File: src/design/tspd_pkg.sv
// shared constants, payload types and the duty scaling function
`default_nettype none

package tspd_pkg;

  // sizes
  localparam int ECHO_BITS  = 20;
  localparam int TIMER_BITS = 13;
  localparam int MS_BITS    = 12;
  localparam int LIMIT_BITS = 9;
  localparam int DUTY_BITS  = 8;
  localparam int LINE_BITS  = 4;
  localparam int MODE_BITS  = 3;
  localparam int NUM_REGS   = 4;
  localparam int APB_DATA_W = 32;
  localparam int ADDR_W     = $clog2(NUM_REGS * 4);

  // distance scaling: cm = echo * 348 / 20000
  localparam int unsigned SOUND_CM_PER_S = 34800;
  localparam int unsigned US_PER_S       = 1000000;
  localparam int unsigned ECHO_SCALE     = SOUND_CM_PER_S / 100;
  localparam int unsigned CM_DIVISOR     = 2 * US_PER_S / 100;
  localparam int unsigned FAR_CM         = 100;
  localparam int unsigned CLOSE_CM       = 3;
  localparam int unsigned FULL_DUTY      = 255;
  localparam int unsigned FAR_SCALED     = FAR_CM * CM_DIVISOR;
  localparam int          CM_W           = $clog2(FAR_CM);

  // cm = ((scaled >> 5) / 625) via reciprocal multiply, exact for 16-bit operands
  localparam int          CM_PRE_SHIFT   = 5;
  localparam int unsigned CM_ODD         = CM_DIVISOR >> CM_PRE_SHIFT;
  localparam int          CM_U_W         = 16;
  localparam int          CM_RECIP_SHIFT = 26;
  localparam int unsigned CM_RECIP       = ((1 << CM_RECIP_SHIFT) + CM_ODD - 1) / CM_ODD;
  localparam int          CM_PROD_W      = CM_U_W + $clog2(CM_RECIP + 1);

  // (100 - cm) * 255 / 97 via reciprocal multiply
  localparam int unsigned DUTY_DIV   = FAR_CM - CLOSE_CM;
  localparam int          DUTY_SHIFT = 22;
  localparam int unsigned DUTY_RECIP = ((1 << DUTY_SHIFT) + DUTY_DIV - 1) / DUTY_DIV;
  localparam int          DUTY_X_W   = CM_W + DUTY_BITS;
  localparam int          DUTY_Y_W   = 31;

  // widths of products and compares
  localparam int PROD_W  = ECHO_BITS + 9;
  localparam int SCALE_W = 24;
  localparam int NEAR_W  = (PROD_W > SCALE_W) ? PROD_W : SCALE_W;
  localparam int CMP_W   = (TIMER_BITS > MS_BITS) ? TIMER_BITS : MS_BITS;
  localparam int SUM_W   = CMP_W + 1;

  // register reset values
  localparam logic [LIMIT_BITS-1:0] NEAR_LIMIT_RESET = LIMIT_BITS'(100);
  localparam logic [DUTY_BITS-1:0]  SPIN_DUTY_RESET  = DUTY_BITS'(128);
  localparam logic [MS_BITS-1:0]    WAIT_MS_RESET    = MS_BITS'(1000);
  localparam logic [MS_BITS-1:0]    SPIN_MS_RESET    = MS_BITS'(1000);

  // register indexes
  typedef enum logic [ADDR_W-3:0] {
    REG_NEAR_LIMIT,
    REG_SPIN_DUTY,
    REG_WAIT_MS,
    REG_SPIN_MS
  } reg_idx_e;

  // bridge direction lines
  localparam logic [LINE_BITS-1:0] LINE_E1 = 4'b0001;
  localparam logic [LINE_BITS-1:0] LINE_E2 = 4'b0010;
  localparam logic [LINE_BITS-1:0] LINE_E3 = 4'b0100;
  localparam logic [LINE_BITS-1:0] LINE_E4 = 4'b1000;

  // reported modes
  localparam logic [MODE_BITS-1:0] MODE_IDLE       = 3'd0;
  localparam logic [MODE_BITS-1:0] MODE_TRACKING   = 3'd1;
  localparam logic [MODE_BITS-1:0] MODE_WAITING    = 3'd2;
  localparam logic [MODE_BITS-1:0] MODE_SPIN_RIGHT = 3'd3;
  localparam logic [MODE_BITS-1:0] MODE_SPIN_LEFT  = 3'd4;

  typedef struct packed {
    logic [ECHO_BITS-1:0] echo_left_us;
    logic [ECHO_BITS-1:0] echo_centre_us;
    logic [ECHO_BITS-1:0] echo_right_us;
    logic                 button_level;
    logic [MS_BITS-1:0]   elapsed_ms;
  } sweep_t;

  typedef struct packed {
    logic [DUTY_BITS-1:0] motor_one_duty;
    logic [DUTY_BITS-1:0] motor_two_duty;
    logic [LINE_BITS-1:0] bridge_lines;
    logic                 enabled;
    logic [MODE_BITS-1:0] mode_report;
  } drive_t;

  typedef struct packed {
    logic [SCALE_W-1:0]   near_scaled;
    logic [DUTY_BITS-1:0] spin_duty;
    logic [MS_BITS-1:0]   wait_ms;
    logic [MS_BITS-1:0]   spin_ms;
  } cfg_t;

  typedef struct packed {
    logic                 start;
    logic [ECHO_BITS-1:0] echo;
  } dist_cmd_t;

  typedef struct packed {
    logic                 done;
    logic                 near;
    logic [DUTY_BITS-1:0] duty;
  } dist_res_t;

  // duty for a distance below the far limit, saturated at full duty
  function automatic logic [DUTY_BITS-1:0] duty_of_cm(input logic [CM_W-1:0] cm);
    logic [CM_W-1:0]     n;
    logic [DUTY_X_W-1:0] x;
    logic [DUTY_Y_W-1:0] y;
    logic [DUTY_BITS:0]  q;
    n = CM_W'(FAR_CM) - cm;
    x = {n, {DUTY_BITS{1'b0}}} - DUTY_X_W'(n);
    y = DUTY_Y_W'(x) * DUTY_Y_W'(DUTY_RECIP);
    q = y[DUTY_SHIFT +: DUTY_BITS + 1];
    return (q > (DUTY_BITS + 1)'(FULL_DUTY)) ? DUTY_BITS'(FULL_DUTY) : q[DUTY_BITS-1:0];
  endfunction

endpackage

`default_nettype wire

File: src/design/tspd_if.sv
// valid/ready channel interfaces for sweep and drive words
`default_nettype none

interface tspd_sweep_if import tspd_pkg::*; ();
  logic   valid;
  logic   ready;
  sweep_t data;

  modport source (output valid, output data, input ready);
  modport sink (input valid, input data, output ready);
endinterface

interface tspd_drive_if import tspd_pkg::*; ();
  logic   valid;
  logic   ready;
  drive_t data;

  modport source (output valid, output data, input ready);
  modport sink (input valid, input data, output ready);
endinterface

`default_nettype wire

File: src/design/tspd_regs.sv
// apb configuration registers with pre-scaled near limit
`default_nettype none

module tspd_regs import tspd_pkg::*; (
  input  logic                  clk_i,
  input  logic                  rst_ni,
  input  logic                  psel,
  input  logic                  penable,
  input  logic                  pwrite,
  input  logic [ADDR_W-1:0]     paddr,
  input  logic [APB_DATA_W-1:0] pwdata,
  output logic [APB_DATA_W-1:0] prdata,
  output logic                  pready,
  output cfg_t                  cfg_o
);

  logic [LIMIT_BITS-1:0] near_limit_q;
  logic [SCALE_W-1:0]    near_scaled_q;
  logic [DUTY_BITS-1:0]  spin_duty_q;
  logic [MS_BITS-1:0]    wait_ms_q;
  logic [MS_BITS-1:0]    spin_ms_q;
  logic                  wr_en;
  reg_idx_e              idx;

  assign pready = 1'b1;
  assign wr_en  = psel & penable & pwrite;
  assign idx    = reg_idx_e'(paddr[ADDR_W-1:2]);

  always_ff @(posedge clk_i or negedge rst_ni) begin
    if (!rst_ni) begin
      near_limit_q  <= NEAR_LIMIT_RESET;
      near_scaled_q <= SCALE_W'(NEAR_LIMIT_RESET) * SCALE_W'(CM_DIVISOR);
      spin_duty_q   <= SPIN_DUTY_RESET;
      wait_ms_q     <= WAIT_MS_RESET;
      spin_ms_q     <= SPIN_MS_RESET;
    end else if (wr_en) begin
      case (idx)
        REG_NEAR_LIMIT: begin
          near_limit_q  <= pwdata[LIMIT_BITS-1:0];
          // limit in echo units, so the nearness test is a plain compare
          near_scaled_q <= SCALE_W'(pwdata[LIMIT_BITS-1:0]) * SCALE_W'(CM_DIVISOR);
        end
        REG_SPIN_DUTY: spin_duty_q <= pwdata[DUTY_BITS-1:0];
        REG_WAIT_MS:   wait_ms_q   <= pwdata[MS_BITS-1:0];
        REG_SPIN_MS:   spin_ms_q   <= pwdata[MS_BITS-1:0];
        default: ;
      endcase
    end
  end

  always_comb begin
    case (idx)
      REG_NEAR_LIMIT: prdata = APB_DATA_W'(near_limit_q);
      REG_SPIN_DUTY:  prdata = APB_DATA_W'(spin_duty_q);
      REG_WAIT_MS:    prdata = APB_DATA_W'(wait_ms_q);
      REG_SPIN_MS:    prdata = APB_DATA_W'(spin_ms_q);
      default:        prdata = '0;
    endcase
  end

  assign cfg_o = '{near_scaled: near_scaled_q, spin_duty: spin_duty_q,
                   wait_ms: wait_ms_q, spin_ms: spin_ms_q};

endmodule

`default_nettype wire

File: src/design/tspd_dist.sv
// shared distance unit: scale, nearness compare, reciprocal divide, duty
`default_nettype none

module tspd_dist import tspd_pkg::*; (
  input  logic               clk_i,
  input  logic               rst_ni,
  input  dist_cmd_t          cmd_i,
  input  logic [SCALE_W-1:0] near_scaled_i,
  output dist_res_t          res_o
);

  typedef enum logic [2:0] {
    S_IDLE,
    S_MUL,
    S_CMP,
    S_DIV,
    S_SCALE
  } state_e;

  state_e               state_q;
  logic [ECHO_BITS-1:0] echo_q;
  logic [PROD_W-1:0]    rem_q;
  logic [CM_W-1:0]      quot_q;
  logic                 near_q;
  logic                 far_q;
  logic [DUTY_BITS-1:0] duty_q;
  logic                 done_q;
  logic [CM_PROD_W-1:0] cm_prod;

  // only meaningful below the far limit, where the scaled echo fits 21 bits
  assign cm_prod = CM_PROD_W'(rem_q[CM_PRE_SHIFT +: CM_U_W]) * CM_PROD_W'(CM_RECIP);

  always_ff @(posedge clk_i or negedge rst_ni) begin
    if (!rst_ni) begin
      state_q <= S_IDLE;
      done_q  <= 1'b0;
    end else begin
      done_q <= (state_q == S_SCALE);
      case (state_q)
        S_IDLE: begin
          if (cmd_i.start) begin
            echo_q  <= cmd_i.echo;
            state_q <= S_MUL;
          end
        end
        S_MUL: begin
          rem_q   <= PROD_W'(echo_q) * PROD_W'(ECHO_SCALE);
          state_q <= S_CMP;
        end
        S_CMP: begin
          near_q  <= NEAR_W'(rem_q) <= NEAR_W'(near_scaled_i);
          far_q   <= rem_q >= PROD_W'(FAR_SCALED);
          state_q <= S_DIV;
        end
        S_DIV: begin
          quot_q  <= cm_prod[CM_RECIP_SHIFT +: CM_W];
          state_q <= S_SCALE;
        end
        S_SCALE: begin
          duty_q  <= far_q ? '0 : duty_of_cm(quot_q);
          state_q <= S_IDLE;
        end
        default: state_q <= S_IDLE;
      endcase
    end
  end

  assign res_o = '{done: done_q, near: near_q, duty: duty_q};

endmodule

`default_nettype wire

File: src/design/tspd_ctrl.sv
// sweep sequencer, pursuit and patrol decisions, output word register
`default_nettype none

module tspd_ctrl import tspd_pkg::*; (
  input  logic         clk_i,
  input  logic         rst_ni,
  tspd_sweep_if.sink   sweep_i,
  tspd_drive_if.source drive_o,
  input  cfg_t         cfg_i,
  output dist_cmd_t    dist_cmd_o,
  input  dist_res_t    dist_res_i
);

  typedef enum logic [1:0] {
    S_IDLE,
    S_WAIT,
    S_DECIDE
  } state_e;

  typedef enum logic [1:0] {
    SIDE_LEFT,
    SIDE_CENTRE,
    SIDE_RIGHT
  } side_e;

  typedef enum logic [1:0] {
    ENG_NONE,
    ENG_ENGAGED,
    ENG_PATROL
  } engage_e;

  typedef enum logic [1:0] {
    PAT_NONE,
    PAT_WAIT,
    PAT_RIGHT,
    PAT_LEFT
  } patrol_e;

  localparam logic [TIMER_BITS-1:0] TIMER_MAX = '1;

  state_e                         state_q;
  side_e                          side_q;
  logic                           start_q;
  sweep_t                         in_q;
  logic [2:0]                     near_q;
  logic [2:0][DUTY_BITS-1:0]      duty_q;
  logic                           out_valid_q;
  drive_t                         out_q;

  logic                           allowed_q, allowed_d;
  logic                           seen_q, seen_d;
  engage_e                        engage_q, engage_d;
  patrol_e                        patrol_q, patrol_d;
  logic [TIMER_BITS-1:0]          timer_q, timer_d;
  logic [DUTY_BITS-1:0]           held_one_q, held_one_d;
  logic [DUTY_BITS-1:0]           held_two_q, held_two_d;
  logic [LINE_BITS-1:0]           held_lines_q, held_lines_d;
  logic [MODE_BITS-1:0]           mode_d;
  drive_t                         out_d;

  logic                           nl, nc, nr;
  logic [DUTY_BITS-1:0]           dl, dc, dr;
  logic [SUM_W-1:0]               sum;
  logic [TIMER_BITS-1:0]          timer_sat;
  logic                           entering;
  logic                           wait_over, spin_over;
  logic                           out_free;

  assign sweep_i.ready = (state_q == S_IDLE);
  assign drive_o.valid = out_valid_q;
  assign drive_o.data  = out_q;
  assign out_free      = !out_valid_q || drive_o.ready;

  always_comb begin
    case (side_q)
      SIDE_LEFT:   dist_cmd_o.echo = in_q.echo_left_us;
      SIDE_CENTRE: dist_cmd_o.echo = in_q.echo_centre_us;
      default:     dist_cmd_o.echo = in_q.echo_right_us;
    endcase
    dist_cmd_o.start = start_q;
  end

  assign nl = near_q[SIDE_LEFT];
  assign nc = near_q[SIDE_CENTRE];
  assign nr = near_q[SIDE_RIGHT];
  assign dl = duty_q[SIDE_LEFT];
  assign dc = duty_q[SIDE_CENTRE];
  assign dr = duty_q[SIDE_RIGHT];

  // phase timer advance, saturating
  assign sum       = SUM_W'(timer_q) + SUM_W'(in_q.elapsed_ms);
  assign timer_sat = (sum > SUM_W'(TIMER_MAX)) ? TIMER_MAX : sum[TIMER_BITS-1:0];
  assign wait_over = CMP_W'(timer_sat) > CMP_W'(cfg_i.wait_ms);
  assign spin_over = CMP_W'(timer_sat) > CMP_W'(cfg_i.spin_ms);

  always_comb begin
    engage_d     = engage_q;
    patrol_d     = patrol_q;
    timer_d      = timer_q;
    held_one_d   = held_one_q;
    held_two_d   = held_two_q;
    held_lines_d = held_lines_q;
    mode_d       = MODE_IDLE;
    allowed_d    = allowed_q;
    seen_d       = seen_q;
    entering     = 1'b0;

    if (!allowed_q) begin
      held_one_d   = '0;
      held_two_d   = '0;
      held_lines_d = '0;
      patrol_d     = PAT_NONE;
      timer_d      = '0;
    end else if (nl || nc || nr) begin
      patrol_d = PAT_NONE;
      timer_d  = '0;
      mode_d   = MODE_TRACKING;
      if (nl && !nc && !nr) begin
        held_one_d   = dl;
        held_two_d   = dl;
        held_lines_d = LINE_E1 | LINE_E3;
        engage_d     = ENG_ENGAGED;
      end else if (nl && nc && !nr) begin
        held_one_d   = '0;
        held_two_d   = (in_q.echo_left_us <= in_q.echo_centre_us) ? dl : dc;
        held_lines_d = LINE_E3;
        engage_d     = ENG_ENGAGED;
      end else if (!nl && !nc && nr) begin
        held_one_d   = dr;
        held_two_d   = dr;
        held_lines_d = LINE_E2 | LINE_E4;
        engage_d     = ENG_ENGAGED;
      end else if (!nl && nc && nr) begin
        held_one_d   = (in_q.echo_centre_us <= in_q.echo_right_us) ? dc : dr;
        held_two_d   = '0;
        held_lines_d = LINE_E2;
        engage_d     = ENG_ENGAGED;
      end else if (!nl && nc && !nr) begin
        held_one_d   = dc;
        held_two_d   = dc;
        held_lines_d = LINE_E2 | LINE_E3;
        engage_d     = ENG_ENGAGED;
      end
      // left and right together: outputs held
    end else if (engage_q != ENG_NONE) begin
      if (engage_q == ENG_ENGAGED) begin
        entering = (patrol_q != PAT_WAIT);
      end else begin
        entering = (patrol_q != PAT_RIGHT) && (patrol_q != PAT_LEFT);
      end
      if (entering) begin
        patrol_d = (engage_q == ENG_ENGAGED) ? PAT_WAIT : PAT_RIGHT;
        timer_d  = '0;
      end else begin
        timer_d = timer_sat;
        if (patrol_q == PAT_WAIT && wait_over) begin
          engage_d = ENG_PATROL;
          patrol_d = PAT_RIGHT;
          timer_d  = '0;
        end else if (patrol_q == PAT_RIGHT && spin_over) begin
          patrol_d = PAT_LEFT;
          timer_d  = '0;
        end else if (patrol_q == PAT_LEFT && spin_over) begin
          patrol_d = PAT_RIGHT;
          timer_d  = '0;
        end
      end
      case (patrol_d)
        PAT_WAIT: begin
          held_one_d   = '0;
          held_two_d   = '0;
          held_lines_d = '0;
          mode_d       = MODE_WAITING;
        end
        PAT_RIGHT: begin
          held_one_d   = cfg_i.spin_duty;
          held_two_d   = cfg_i.spin_duty;
          held_lines_d = LINE_E2 | LINE_E4;
          mode_d       = MODE_SPIN_RIGHT;
        end
        default: begin
          held_one_d   = cfg_i.spin_duty;
          held_two_d   = cfg_i.spin_duty;
          held_lines_d = LINE_E1 | LINE_E3;
          mode_d       = MODE_SPIN_LEFT;
        end
      endcase
    end

    // button acts on the next sweep
    if (in_q.button_level) begin
      seen_d = 1'b1;
    end else if (seen_q) begin
      seen_d    = 1'b0;
      allowed_d = !allowed_q;
    end

    out_d = '{motor_one_duty: held_one_d, motor_two_duty: held_two_d,
              bridge_lines: held_lines_d, enabled: allowed_q, mode_report: mode_d};
  end

  always_ff @(posedge clk_i or negedge rst_ni) begin
    if (!rst_ni) begin
      state_q      <= S_IDLE;
      side_q       <= SIDE_LEFT;
      start_q      <= 1'b0;
      out_valid_q  <= 1'b0;
      allowed_q    <= 1'b1;
      seen_q       <= 1'b0;
      engage_q     <= ENG_NONE;
      patrol_q     <= PAT_NONE;
      timer_q      <= '0;
      held_one_q   <= '0;
      held_two_q   <= '0;
      held_lines_q <= '0;
    end else begin
      // a new word may replace the one being taken in the same cycle
      if (state_q == S_DECIDE && out_free) begin
        out_valid_q <= 1'b1;
      end else if (out_valid_q && drive_o.ready) begin
        out_valid_q <= 1'b0;
      end
      case (state_q)
        S_IDLE: begin
          start_q <= sweep_i.valid;
          if (sweep_i.valid) begin
            in_q    <= sweep_i.data;
            side_q  <= SIDE_LEFT;
            state_q <= S_WAIT;
          end
        end
        S_WAIT: begin
          start_q <= dist_res_i.done && (side_q != SIDE_RIGHT);
          if (dist_res_i.done) begin
            near_q[side_q] <= dist_res_i.near;
            duty_q[side_q] <= dist_res_i.duty;
            case (side_q)
              SIDE_LEFT:   side_q  <= SIDE_CENTRE;
              SIDE_CENTRE: side_q  <= SIDE_RIGHT;
              default:     state_q <= S_DECIDE;
            endcase
          end
        end
        S_DECIDE: begin
          start_q <= 1'b0;
          if (out_free) begin
            out_q        <= out_d;
            allowed_q    <= allowed_d;
            seen_q       <= seen_d;
            engage_q     <= engage_d;
            patrol_q     <= patrol_d;
            timer_q      <= timer_d;
            held_one_q   <= held_one_d;
            held_two_q   <= held_two_d;
            held_lines_q <= held_lines_d;
            state_q      <= S_IDLE;
          end
        end
        default: begin
          start_q <= 1'b0;
          state_q <= S_IDLE;
        end
      endcase
    end
  end

endmodule

`default_nettype wire

File: src/design/three_sensor_pursuit_drive.sv
// three-sensor pursuit drive: top level
//
//   channel   dir   handshake           word
//   sweep_i   in    valid/ready         three echo widths, button level, elapsed ms
//   drive_o   out   valid/ready         two motor duties, bridge lines, enable, mode
//   apb       in    psel/penable/pready near limit, spin duty, wait ms, spin ms
//
// in one sweep the three echoes pass one after another through the shared
// distance unit, each through the steps start, scale multiply, compare,
// reciprocal divide, duty and done, then a decision step forms the result
// word; sweep_i is ready again the cycle after the decision, so the block
// takes no new sweep before it is through with the last one
// reset is asynchronous and active low; registers return to their defaults
// sweep_i is ready only between sweeps; a result waiting on drive_o does not
// stop the next sweep from being taken, only its own decision step
`default_nettype none

module three_sensor_pursuit_drive import tspd_pkg::*; (
  input  logic                  clk_i,
  input  logic                  rst_ni,
  tspd_sweep_if.sink            sweep_i,
  tspd_drive_if.source          drive_o,
  input  logic                  psel,
  input  logic                  penable,
  input  logic                  pwrite,
  input  logic [ADDR_W-1:0]     paddr,
  input  logic [APB_DATA_W-1:0] pwdata,
  output logic [APB_DATA_W-1:0] prdata,
  output logic                  pready
);

  cfg_t      cfg;
  dist_cmd_t dist_cmd;
  dist_res_t dist_res;

  // configuration registers; the near limit is kept pre-multiplied into
  // echo units so nearness needs no division
  tspd_regs u_regs (
    .clk_i   (clk_i),
    .rst_ni  (rst_ni),
    .psel    (psel),
    .penable (penable),
    .pwrite  (pwrite),
    .paddr   (paddr),
    .pwdata  (pwdata),
    .prdata  (prdata),
    .pready  (pready),
    .cfg_o   (cfg)
  );

  // one distance unit shared by left, centre and right in turn
  tspd_dist u_dist (
    .clk_i         (clk_i),
    .rst_ni        (rst_ni),
    .cmd_i         (dist_cmd),
    .near_scaled_i (cfg.near_scaled),
    .res_o         (dist_res)
  );

  // sequencer, pursuit and patrol state, result register
  tspd_ctrl u_ctrl (
    .clk_i      (clk_i),
    .rst_ni     (rst_ni),
    .sweep_i    (sweep_i),
    .drive_o    (drive_o),
    .cfg_i      (cfg),
    .dist_cmd_o (dist_cmd),
    .dist_res_i (dist_res)
  );

endmodule

`default_nettype wire

File: src/flat_wrapper.sv
// flat-port wrapper written by rule: the top's interface ports become plain ports
module three_sensor_pursuit_drive_flat import tspd_pkg::*;
  (clk_i, rst_ni, psel, penable, pwrite, paddr, pwdata, prdata, pready, sweep_i_valid, sweep_i_data, sweep_i_ready, drive_o_valid, drive_o_data, drive_o_ready);
  tspd_sweep_if sweep_i_i ();
  tspd_drive_if drive_o_i ();
  input  logic clk_i;
  input  logic rst_ni;
  input  logic psel;
  input  logic penable;
  input  logic pwrite;
  input  logic [ADDR_W-1:0] paddr;
  input  logic [APB_DATA_W-1:0] pwdata;
  output logic [APB_DATA_W-1:0] prdata;
  output logic pready;
  input wire logic [$bits(sweep_i_i.valid)-1:0] sweep_i_valid;
  input wire logic [$bits(sweep_i_i.data)-1:0] sweep_i_data;
  output wire logic [$bits(sweep_i_i.ready)-1:0] sweep_i_ready;
  output wire logic [$bits(drive_o_i.valid)-1:0] drive_o_valid;
  output wire logic [$bits(drive_o_i.data)-1:0] drive_o_data;
  input wire logic [$bits(drive_o_i.ready)-1:0] drive_o_ready;
  assign sweep_i_i.valid = sweep_i_valid;
  assign sweep_i_i.data = sweep_i_data;
  assign sweep_i_ready = sweep_i_i.ready;
  assign drive_o_valid = drive_o_i.valid;
  assign drive_o_data = drive_o_i.data;
  assign drive_o_i.ready = drive_o_ready;
  three_sensor_pursuit_drive u_core (.clk_i(clk_i), .rst_ni(rst_ni), .sweep_i(sweep_i_i), .drive_o(drive_o_i), .psel(psel), .penable(penable), .pwrite(pwrite), .paddr(paddr), .pwdata(pwdata), .prdata(prdata), .pready(pready));
endmodule
File: config.mk
export PLATFORM = sky130hd
export DESIGN_NAME = three_sensor_pursuit_drive_flat
export DESIGN_NICKNAME = d
export VERILOG_FILES = /design/src/design/tspd_pkg.sv /design/src/design/tspd_if.sv /design/src/design/tspd_regs.sv /design/src/design/tspd_dist.sv /design/src/design/tspd_ctrl.sv /design/src/design/three_sensor_pursuit_drive.sv /design/src/flat_wrapper.sv
export SDC_FILE = /design/constraint.sdc
export NUM_CORES = 1
export LEC_CHECK = 0
export ABC_AREA = 1
export BUFFER_PORTS_ARGS = -buffer_cell sky130_fd_sc_hd__buf_2
export CAP_MARGIN = 10
export CORE_ASPECT_RATIO = 2
export CORE_UTILIZATION = 45
export DETAILED_ROUTE_END_ITERATION = 8
export SYNTH_ARGS = -nofsm -noshare
export SYNTH_HDL_FRONTEND = slang
export SYNTH_SLANG_ARGS = --single-unit
File: constraint.sdc
create_clock -name clk_i -period 15.7 [get_ports clk_i]
set_input_delay 2.355 -clock clk_i [delete_from_list [all_inputs] [get_ports clk_i]]
set_output_delay 2.355 -clock clk_i [all_outputs]
set_load 0.02 [all_outputs]
After elaboration in Yosys (flattened, before gate mapping)

Cells that the tools add are included.
W data, S select, Z words.

Register bits after elaboration: 297
Input bits: 116
Output and inout port bits: 59
Word-level logic and storage cells: 232

Add/sub/neg operators: 3
Multipliers: 4
$lt $le $gt $ge: 10
Eq/ne operators: 29
Muxes and demuxes: 87
Bitwise logic cells: 5
Reduce and logical (&&, ||, !) cells: 54

Operators with widths:

| kind                     | count |
|---|---|
| $mux W8                  | 21 |
| $pmux W32 S4             | 1 |
| $mux W13                 | 8 |
| $mux W2                  | 26 |
| $le A20 B20 Y1           | 2 |
| $pmux W20 S2             | 1 |
| $mul A16 B17 Y33 const B | 1 |
| $mux W4                  | 8 |
| $mul A15 B16 Y31 const B | 1 |
| $ge A29 B21 Y1 const B   | 1 |
| $le A29 B24 Y1           | 1 |
| $mul A20 B7 Y27 const B  | 1 |
| $gt A13 B12 Y1           | 2 |
| $bwmux W24               | 1 |
| $mul A9 B10 Y19 const B  | 1 |
| $reduce_and A2 Y1        | 9 |
| $logic_and A1 B1 Y1      | 17 |
| $demux W8 S2             | 1 |
| $ne A2 B2 Y1 const B     | 8 |
| $reduce_and A3 Y1        | 5 |
| $sub A15 B7 Y15          | 1 |
| $add A13 B12 Y14         | 1 |
| $gt A14 B13 Y1 const B   | 1 |
| $eq A2 B1 Y1 const B     | 6 |
| 33 further kinds         | 67 |

Longest topological paths before layout

Gate-level depths: netlist of run 1.

Depth in word-level cells: 17
Gate-level depth with buffers: 38
Depth with buffers taken out: 38

By module

Synthesis of run 1 repeated with hierarchy kept, for this count alone.

Cells, all modules: 3470
Area, all modules: 30212.7 sq um

Modules (own cells, without submodules):

| module    | instances | cells an instance | area an instance (sq um) | seq. area each (sq um) |
|---|---|---|---|---|
| tspd_dist | 1         | 1829              | 16174.3                  | 2021.9 |
| tspd_ctrl | 1         | 1142              | 9913.3                   | 4850.9 |
| tspd_regs | 1         | 499               | 4125.2                   | 1428.9 |

Worst setup path before layout of run 1

OpenSTA, ideal clock, no wires.

Kind: flip-flop to flip-flop
Start point: register u_core.u_dist.quot_q[0]
End point: register u_core.u_dist.duty_q[1], data pin
Setup time: 272 ps
Arrival time: 6735 ps
Data required time: 15428 ps
Slack: 8693 ps
Stages on the path, launching flop included: 32
Buffers on the path: 0
Period minus slack after synthesis: 7007 ps
Cells stage by stage: edfxtp_1 inv_1 ha_1 nor2_1 nand3_2 nor2_2 inv_2 nor2_8 inv_2 nand2_1 a21oi_1 nor2_1 inv_1 fa_1 inv_1 ha_1 fa_1 fa_1 inv_1 fa_1 inv_1 fa_1 ha_1 nand2_1 o21a_1 nor2_1 nor2_1 nand2_1 nand2_1 a21oi_1 xor2_1 a21oi_1

Word-level cells in the longest chain between the ends: 5

Ends and longest elaborated chain:

| what                   | line            | source |
|---|---|---|
| from (decl)            | tspd_dist.sv:23 | `logic [CM_W-1:0] quot_q;` |
| from (signal assigned) | tspd_dist.sv:56 | `quot_q <= cm_prod[CM_RECIP_SHIFT +: CM_W];` |
| $sub A7 B7 Y7 (*)      | tspd_pkg.sv:118 | `n = CM_W'(FAR_CM) - cm;` |
| $sub A15 B7 Y15 (*)    | tspd_pkg.sv:119 | `x = {n, {DUTY_BITS{1'b0}}} - DUTY_X_W'(n);` |
| $mul A15 B16 Y31 (*)   | tspd_pkg.sv:120 | `y = DUTY_Y_W'(x) * DUTY_Y_W'(DUTY_RECIP);` |
| $gt A9 B8 Y1           | tspd_pkg.sv:122 | `return (q > (DUTY_BITS + 1)'(FULL_DUTY)) ? DUTY_BITS'(FULL_DUTY) : q[DUTY_BITS-1:0];` |
| $mux W8 (*)            | tspd_pkg.sv:122 |  |
| to (signal assigned)   | tspd_dist.sv:60 | `duty_q <= far_q ? '0 : duty_of_cm(quot_q);` |
| to (decl)              | tspd_dist.sv:26 | `logic [DUTY_BITS-1:0] duty_q;` |

Every way passes the cells marked *; elsewhere a longest branch is shown, timed or not.
A chain may end at the register's enable or synchronous reset.

Worst setup path in the final report of run 1

Ends and elaborated chain as after synthesis.

==> results.toml, run 1 <==
[sta]
max_freq_mhz = 121
final_hold_viol_count = 0
setup_skew_ns = 0.0230
grt_setup_unrepaired = "no"
fin_crit_sh_pct = 52.8
final_period_minus_worst_setup_slack_ns = 8.28
setup_tns_ns = 0
timing.final.setup_violations = 0
drv_slew = 0
worst_slew_pin_slew_ns = 1.16
max-slew-margin-rel_pct = 21.8

[critical_path]
critical_path.most_common_cell = "inv_1"
r2r_cells = 33
cp_data_arrival_time_ns = 8.60
slowest_stage = "nor2_1"
cp.required_ns = 16.02
reg2reg_slack_ns = 7.42
crit_path_start_kind = "flip-flop"
crit_type = "reg2reg"
critical_path.reg2reg.endpoint = "u_core.u_dist.duty_q[1]$_SDFFCE_PP0P_"
crit-reg2reg-launch = "u_core.u_dist.quot_q[0]$_DFFE_PP_"
crit_path_max_incr_delay_ns = 0.59
critical_path.endpoint_type = "flip-flop"
highest_fanout_seen_on_the_critical_path = 9

[drt]
wl_per_cell_microns = 17.9
drt-total-wl_microns = 72800
ant_nets = 0
mean_number_of_vias_per_cell = 5.20
route.detailed.drc = 0
detail_route.iter0.violations = 899
drt_first_pass_iters = 5
dr_total_vias = 21100

[synthesis]
synth.largest_area_cell = "ha_1"
yosysWarnings = 0
number_of_register_bits_inferred_by_synthesis = 293
yosys-top-cells-area = "ha_1 21%, edfxtp_1 20%, fa_1 16%"
async_flop_share_pct = 35.8
synth-xor-area-share_pct = 2.07
synth.yosys.seq_area_share_pct = 29.0
synth-compound-area-share_pct = 9.02
synthMuxAreaShare_pct = 0
post_synth_simple_gate_area_pct = 13.1
synth_area_sq_mm = 0.0286
syn_inst = 3103
combinational_family_with_the_most_area_after_synthesis = "adder cells"
ys_dominant_reg_cell = "edfxtp_1"
syn_avg_cell_area_sq_um = 9.23
yosys.area_share.adder_pct = 37.4
synth_cell_types = 61
synth.top_cell.area_share_pct = 21.2
synth_enable_flop_cells = 188

[clocking]
cts_repair_resize_count = 0
total_clock_buffers_created_by_cts = 31
clock_tree_from_tritoncts = "built"
post_cts_buffers = 0
max-clock-path-buffers = 3
worst_setup_hold_path_clk_slew_ns = 0.06
cts-htree-levels = 1
clockRootBuffer = "clkbuf_16"
clkLatencyLatePin_ns = 0.61
total_of_hold_buffers_inserted_after_clock_tree_synthesis = 0
cts.sinks = 293

[die]
ios = 175
fp.dieH_microns = 359
core_area_sq_mm = 0.0629
initial_core_util_pct = 45.5
core.rowCount = 130
fp.dieW_microns = 180
die_area_sq_mm = 0.0647

[cells_and_area]
area_growth_syn_to_layout_pct = 8.92
layout.cells.most_common = "inv_1"
nNetsFinal = 4077
diodes = 0
drive_gt1_share_pct = 8.36
most-common-layout-cells = "618 x inv_1, 552 x nand2_1, 486 x ha_1, 232 x fa_1, 188 x edfxtp_1"

[placed_design]
gp_congestion = 0.942
detailed_place_hpwl_microns = 61800
placement.io_buffers = 131

[global_routing]
first_global_vias = 22900
wire_length_of_the_first_global_routing_pass_microns = 117000
total_overflow_reported_by_the_global_router = 0
antenna_found_initial = 0
groute.usage.overall_pct = 23.2
grt_max_degree = 73

[min_path]
holdCritPathClass = "reg2reg"
worst_min_path_start = "u_core.u_dist.duty_q[2]$_SDFFCE_PP0P_"
worst_hold_path_endpoint = "u_core.u_ctrl.dc[2]$_DFFE_PP_"
worstHoldPathCells = 0

[flow_run]
max_cap_viols = 0

[outcome]
run_status = "finished, final reports clean"
-- critical path, delay by kind of cell (launching register included) --
kind | cells | cell delay (ns)
adders and majority gates | 8 | 3.51
and+or+nand+nor | 12 | 1.89
buffers and inverters | 8 | 0.80
AOI/OAI and AO/OA | 4 | 0.73
DFF | 1 | 0.52
xor gates and xnor gates | 1 | 0.50
-- per-layer routing --
layer / up-vias / global-route usage (%) / routed length [microns]
li1: 10400 / - / -
met1: 10100 / 22.2 / 25000
met2: 478 / 46.5 / 40700
met3: 179 / 1.87 / 2210
met4: 0 / 14.3 / 4860
met5: - / 0 / 0
-- stage by stage --
| step | area, sq um | instances | hold WS (ns) | utilization, % | setup slack [ns] |
|---|---|---|---|---|---|
| after floorplan | 28700 | 3122 | 0.440 | - | 8.69 |
| after global placement | 30200 | 4001 | 0.452 | 47.9 | 7.51 |
| after detailed placement | 30200 | 4001 | 0.463 | 47.9 | 7.45 |
| after CTS | 31200 | 4058 | 0.479 | 49.6 | 7.39 |
| after global routing | 31200 | 4059 | 0.498 | 49.6 | 6.85 |
| final | 31200 | 4059 | 0.479 | 49.6 | 7.42 |
-- logic make-up after synthesis --
group | after synthesis
compound gates | 440
flops | 293
other cells | 2
simple gates | 900
fa+ha+maj | 718
xor+xnor | 63
buf+inv | 687
-- area by class of cell --
cell class	instances	area, sq um
Tap cell	792	991
Clock inverter	19	218
Clock buffer	38	802
Timing Repair Buffer	143	746
Multi-Input combinational cell	2142	17800
Sequential cell	293	8300
Inverter	632	2370
Fill cell	5933	31800
-- state kept, by name, indices dropped and copies added (netlist names), 3 cells and up --
register	cells
u_core.u_regs.near_limit_q	9
u_core.u_dist.state_q	3
u_core.u_ctrl.in_q	73
u_core.u_ctrl.dr	8
u_core.u_ctrl.held_two_q	8
u_core.u_dist.duty_q	8
u_core.u_dist.quot_q	7
u_core.u_regs.near_scaled_q	15
u_core.u_ctrl.held_lines_q	4
u_core.u_ctrl.timer_q	13
u_core.u_regs.spin_duty_q	8
u_core.u_dist.rem_q	27
u_core.u_regs.wait_ms_q	12
u_core.u_regs.spin_ms_q	12
u_core.u_dist.echo_q	20
u_core.u_ctrl.dl	8
u_core.u_ctrl.dc	8
u_core.u_ctrl.near_q	3
u_core.u_ctrl.drive_o.data	24
u_core.u_ctrl.held_one_q	8
-- cells in the mapped netlist, drive strengths merged, types with 21 or more instances --
cell / count
edfxtp: 188
a21oi: 152
dfstp: 23
nand3: 96
dfrtp: 82
nand2: 559
xor2: 45
buf: 28
fa: 232
ha: 486
nor3: 21
nor2: 185
o211ai: 21
inv: 630
clkbuf: 27
o21ai: 153
-- worst max-delay path by stage --
| stage | start | endpoint | cells after the start |
|---|---|---|---|
| after global placement | u_core.u_dist.quot_q[0]$_DFFE_PP_ | u_core.u_dist.duty_q[1]$_SDFFCE_PP0P_ | 31 |
| after detailed placement | u_core.u_dist.quot_q[0]$_DFFE_PP_ | u_core.u_dist.duty_q[1]$_SDFFCE_PP0P_ | 31 |
| final | u_core.u_dist.quot_q[0]$_DFFE_PP_ | u_core.u_dist.duty_q[1]$_SDFFCE_PP0P_ | 33 |
| after CTS | u_core.u_dist.quot_q[0]$_DFFE_PP_ | u_core.u_dist.duty_q[1]$_SDFFCE_PP0P_ | 31 |
| after global routing | u_core.u_dist.quot_q[0]$_DFFE_PP_ | u_core.u_dist.duty_q[6]$_SDFFCE_PP0P_ | 33 |
| after floorplan | u_core.u_dist.quot_q[0]$_DFFE_PP_ | u_core.u_dist.duty_q[1]$_SDFFCE_PP0P_ | 31 |
Power of run 1 is not shown: default switching activity piles up to over one toggle a cycle in this logic, so the estimate is an artifact.
==> run 2, diff against run 1 <==
- clock period: 15.7 -> 7 ns (I/O delays scaled with it)
==> results.toml, run 2 (synthesis gave the netlist of run 1 again) <==
[critical_path]
critical_path.most_common_cell = "fa_1"
r2r_cells = 35
crit_path_start_kind = "flip-flop"
crit_type = "reg2reg"
slowest_stage = "fa_1"
path_depth = 35
cp_data_arrival_time_ns = 6.86
critical_path.endpoint_type = "flip-flop"
endpoint = "u_core.u_dist.duty_q[4]$_SDFFCE_PP0P_"
reg2reg_slack_ns = 0.47
critical_path.reg2reg.endpoint = "u_core.u_dist.duty_q[4]$_SDFFCE_PP0P_"
critical_path_buf_inv_count = 10
cp.required_ns = 7.33
crit_path_max_incr_delay_ns = 0.54
highest_fanout_seen_on_the_critical_path = 8
crit-reg2reg-launch = "u_core.u_dist.quot_q[0]$_DFFE_PP_"
critical_path.top_delay_family = "adder cells"
critPathLaunch = "u_core.u_dist.quot_q[0]$_DFFE_PP_"

[sta]
max_freq_mhz = 153
final_period_minus_worst_setup_slack_ns = 6.53
final_hold_viol_count = 0
drv_slew = 0
grt_setup_unrepaired = "no"
setup_skew_ns = 0.0151
timing.final.setup_violations = 0
setup_tns_ns = 0
max-slew-margin-rel_pct = 30.0
worst_slew_pin_slew_ns = 1.05
fin_crit_sh_pct = 93.3

[cells_and_area]
nNetsFinal = 4105
largest_register_ff_count = 73
most-common-layout-cells = "616 x inv_1, 552 x nand2_1, 484 x ha_1, 232 x fa_1, 188 x edfxtp_1"
area_growth_syn_to_layout_pct = 9.97
diodes = 0
drive_gt1_share_pct = 9.47
layout.cells.most_common = "inv_1"
registers.top_by_ff_count = "u_core.u_ctrl.in_q"
nFillCells = 5916

[outcome]
run_status = "finished, final reports clean"

[placed_design]
detailed_place_hpwl_microns = 63300
placement.io_buffers = 131
gp_congestion = 1.00

[drt]
route.detailed.drc = 0
mean_number_of_vias_per_cell = 5.23
dr_total_vias = 21400
drt_first_pass_iters = 5
detail_route.iter0.violations = 928
ant_nets = 0
wl_per_cell_microns = 18.1
drt-total-wl_microns = 74000

[clocking]
cts-htree-levels = 1
cts.sinks = 293
clock_tree_from_tritoncts = "built"
clockRootBuffer = "clkbuf_16"
total_of_hold_buffers_inserted_after_clock_tree_synthesis = 0
max-clock-path-buffers = 3
total_clock_buffers_created_by_cts = 30
worst_setup_hold_path_clk_slew_ns = 0.07
clkLatencyLatePin_ns = 0.60

[die]
fp.dieH_microns = 359
initial_core_util_pct = 45.5
die_area_sq_mm = 0.0647
core_area_sq_mm = 0.0629
ios = 175
fp.dieW_microns = 180
core.rowCount = 130

[global_routing]
first_global_vias = 23400
grt_max_degree = 82
groute.usage.overall_pct = 23.6
wire_length_of_the_first_global_routing_pass_microns = 119000
antenna_found_initial = 0
total_overflow_reported_by_the_global_router = 0

[flow_run]
max_cap_viols = 0

[min_path]
holdCritPathClass = "in2async"
==> run 2: cell count changes in the layout (fill, tap and decap cells not counted), moves of 3 or more <==
cell and delta:
buf_4 +29, clkinv_4 -3, xor2_1 -3, clkbuf_1 -3
==> run 2: worst register-to-register path, delay by kind of cell, from the launching register on <==
kind            cells  cell delay [ns]
compound gates      4             0.61
xor+xnor            2             0.34
fa+ha+maj           7             3.09
buf+inv            10             0.79
flops               1             0.44
simple gates       12             0.97
==> run 2: layer usage <==
metal | vias up | routed length [microns] | GRT usage (%)
met5 | - | 0 | 0
met4 | 0 | 4810 | 14.0
met3 | 177 | 2110 | 2.21
met2 | 502 | 42200 | 48.4
met1 | 10300 | 24800 | 21.8
li1 | 10400 | - | -
==> run 2: how the worst min path moves through the flow <==
stage,start,endpoint,slack [ns],cells after the start
4_1_cts,rst_ni,u_core.u_regs.near_scaled_q[16]$_DFFE_PN0P_,0.33,1
3_5_place_dp,u_core.u_dist.near_q$_DFFE_PP_,u_core.u_ctrl.near_q[2]$_DFFE_PP_,0.46,0
3_3_place_gp,u_core.u_dist.near_q$_DFFE_PP_,u_core.u_ctrl.near_q[1]$_DFFE_PP_,0.45,0
5_1_grt,rst_ni,u_core.u_regs.near_scaled_q[16]$_DFFE_PN0P_,0.36,1
6_report,rst_ni,u_core.u_regs.near_scaled_q[16]$_DFFE_PN0P_,0.37,1
2_1_floorplan,u_core.u_dist.duty_q[0]$_SDFFCE_PP0P_,u_core.u_ctrl.dc[0]$_DFFE_PP_,0.44,0
==> run 2: layout make-up <==
type | count | area [sq um] | share of cell area, %
clock buffers | 37 | 818 | 2.60
clock inverters | 19 | 205 | 0.651
inverters | 632 | 2370 | 7.54
multi-input cells | 2142 | 17800 | 56.6
flip-flops and latches | 293 | 8300 | 26.4
well taps | 792 | 991 | 3.15
repair buffers | 172 | 970 | 3.08
==> run 2: metrics by stage <==
| step | std cells | hold slack [ns] | worst slack (ns) | util, % | cell area (sq um) |
|---|---|---|---|---|---|
| floorplan | 3122 | 0.440 | 0.0560 | - | 28700 |
| global placement | 4027 | 0.453 | 0.199 | 48.3 | 30400 |
| detailed placement | 4027 | 0.460 | 0.184 | 48.3 | 30400 |
| CTS | 4083 | 0.335 | 0.133 | 49.9 | 31400 |
| global route | 4087 | 0.358 | 0.00581 | 50.0 | 31500 |
| finish | 4087 | 0.373 | 0.469 | 50.0 | 31500 |
==> run 2: repair_timing <==
action	4_1_cts	5_1_grt
resized for setup	0	14
buffers inserted	0	4
setup endpoints to repair	0	8
Power of run 2 is left out for the same reason.
==> run 3, diff against run 2 <==
- CELL_PAD_IN_SITES_DETAIL_PLACEMENT: default -> 0
- CELL_PAD_IN_SITES_GLOBAL_PLACEMENT: default -> 2
- CORE_MARGIN: default -> 2
- CORE_UTILIZATION: 45 -> 36
- PLACE_DENSITY_LB_ADDON: default -> 0.1
==> results.toml, run 3 (synthesis gave the netlist of run 1 again) <==
[outcome]
run_status = "finished, final reports clean"

[die]
ios = 175
core.rowCount = 146
core_area_sq_mm = 0.0789
fp.dieW_microns = 203
die_area_sq_mm = 0.0820
fp.dieH_microns = 403
initial_core_util_pct = 36.3

[drt]
mean_number_of_vias_per_cell = 4.86
detail_route.iter0.violations = 706
ant_nets = 0
wl_per_cell_microns = 19.4
dr_total_vias = 21100
drt-total-wl_microns = 84100
route.detailed.drc = 0
drt_first_pass_iters = 5

[sta]
fin_crit_sh_pct = 93.8
max-slew-margin-rel_pct = 26.5
setup_tns_ns = 0
final_hold_viol_count = 0
grt_setup_unrepaired = "no"
max_freq_mhz = 152
setup_skew_ns = 0.0261
worst_slew_pin_slew_ns = 1.10
timing.final.setup_violations = 0
drv_slew = 0
postLayoutSetupSlackWorst_ns = 0.436
final_period_minus_worst_setup_slack_ns = 6.56

[placed_design]
dpl-instance-area_sq_mm = 0.0307
post-place-cells = 4277
detailed_place_hpwl_microns = 73100
placement.io_buffers = 131
gp_congestion = 0.882
place_ws_ns = 0.0635

[critical_path]
cp.required_ns = 7.36
crit_type = "reg2reg"
highest_fanout_seen_on_the_critical_path = 8
crit_path_start_kind = "flip-flop"
cp_data_arrival_time_ns = 6.93
slowest_stage = "fa_1"
critical_path.endpoint_type = "flip-flop"
r2r_cells = 37
crit_path_max_incr_delay_ns = 0.54
critical_path.most_common_cell = "fa_1"

[cells_and_area]
layoutNonFillerInstCount = 4337
nNetsFinal = 4111
drive_gt1_share_pct = 9.94
registers.top_by_ff_count = "u_core.u_ctrl.in_q"
largest_register_ff_count = 73
nFillCells = 7960
diodes = 0
design_area_sq_mm = 0.0319
most-common-layout-cells = "617 x inv_1, 551 x nand2_1, 483 x ha_1, 232 x fa_1, 188 x edfxtp_1"
area_growth_syn_to_layout_pct = 11.4
layout.cells.most_common = "inv_1"

[global_routing]
wire_length_of_the_first_global_routing_pass_microns = 130000
grt_max_degree = 61
total_overflow_reported_by_the_global_router = 0
groute.usage.overall_pct = 21.0
first_global_vias = 23300
antenna_found_initial = 1

[clocking]
max-clock-path-buffers = 3
cts.sinks = 293
clockRootBuffer = "clkbuf_16"
worst_setup_hold_path_clk_slew_ns = 0.08
clock_tree_from_tritoncts = "built"
cts-htree-levels = 1
total_clock_buffers_created_by_cts = 31
clkLatencyLatePin_ns = 0.63

[flow_run]
max_cap_viols = 0

[min_path]
holdCritPathClass = "in2async"
## run 3: cell count changes in the layout (fill, tap and decap cells not counted), moves of 2 or more
| cell | delta |
|---|---|
| buf_4 | +5 |
| clkbuf_1 | -2 |
| clkbuf_8 | -2 |
| clkinv_2 | +3 |
| clkinv_8 | -2 |
| clkinvlp_2 | +2 |
| clkinvlp_4 | +2 |
| inv_6 | -2 |
| nor2_1 | -2 |
| nor2_2 | +3 |
| nor4_1 | -2 |
## run 3: metal layers
layer	share of wire (%)	GRT usage, %
met4	6.2	11.4
met5	0	0
met2	60	44.6
met1	32	18.9
met3	2.0	1.32
## run 3: worst max-delay path, delay by kind of cell, from the launching register on
family                     cells  cell delay (ns)
adders and majority gates      8             3.31
and+or+nand+nor               15             1.19
buffers and inverters          9             0.62
AOI/OAI and AO/OA              3             0.44
DFF                            1             0.43
xor gates and xnor gates       2             0.34
## run 3: layout make-up
type | count | area, sq um | area share, %
clock inverter | 24 | 250 | 0.784
tap | 1036 | 1300 | 4.06
inverter | 632 | 2370 | 7.44
timing repair buffer | 177 | 1010 | 3.16
clock buffer | 33 | 783 | 2.45
multi-input combinational | 2142 | 17900 | 56.1
sequential | 293 | 8300 | 26.0
## run 3: worst paths after layout
| path | startpoint | to | slack, ns |
|---|---|---|---|
| setup / recovery | u_core.u_dist.quot_q[1]$_DFFE_PP_ | u_core.u_dist.duty_q[5]$_SDFFCE_PP0P_ | 0.44 |
| hold / removal | rst_ni | u_core.u_ctrl.held_lines_q[1]$_DFFE_PN0P_ | 0.38 |
| setup reg to reg | u_core.u_dist.quot_q[1]$_DFFE_PP_ | u_core.u_dist.duty_q[5]$_SDFFCE_PP0P_ | 0.44 |
| hold reg to reg | u_core.u_dist.near_q$_DFFE_PP_ | u_core.u_ctrl.near_q[1]$_DFFE_PP_ | 0.48 |
| max in group asynchronous | rst_ni | u_core.u_regs.spin_ms_q[0]$_DFFE_PN0P_ | 5.62 |
| min in group clk_i | u_core.u_dist.near_q$_DFFE_PP_ | u_core.u_ctrl.near_q[1]$_DFFE_PP_ | 0.48 |
## run 3: timing repair
action	4_1_cts	5_1_grt
endpoints found under the setup margin	0	8
gates resized for setup	0	20
setup buffers	0	3
hold buffers	0	0
hold endpoints to repair	0	0
## run 3: per-stage QoR
step                      utilization, %  hold WS [ns]
after floorplan                        -         0.440
after CTS                           40.3         0.368
final                               40.4         0.376
after global placement              39.0         0.446
after detailed placement            39.0         0.461
after global routing                40.4         0.396
Power of run 3 is left out for the same reason.
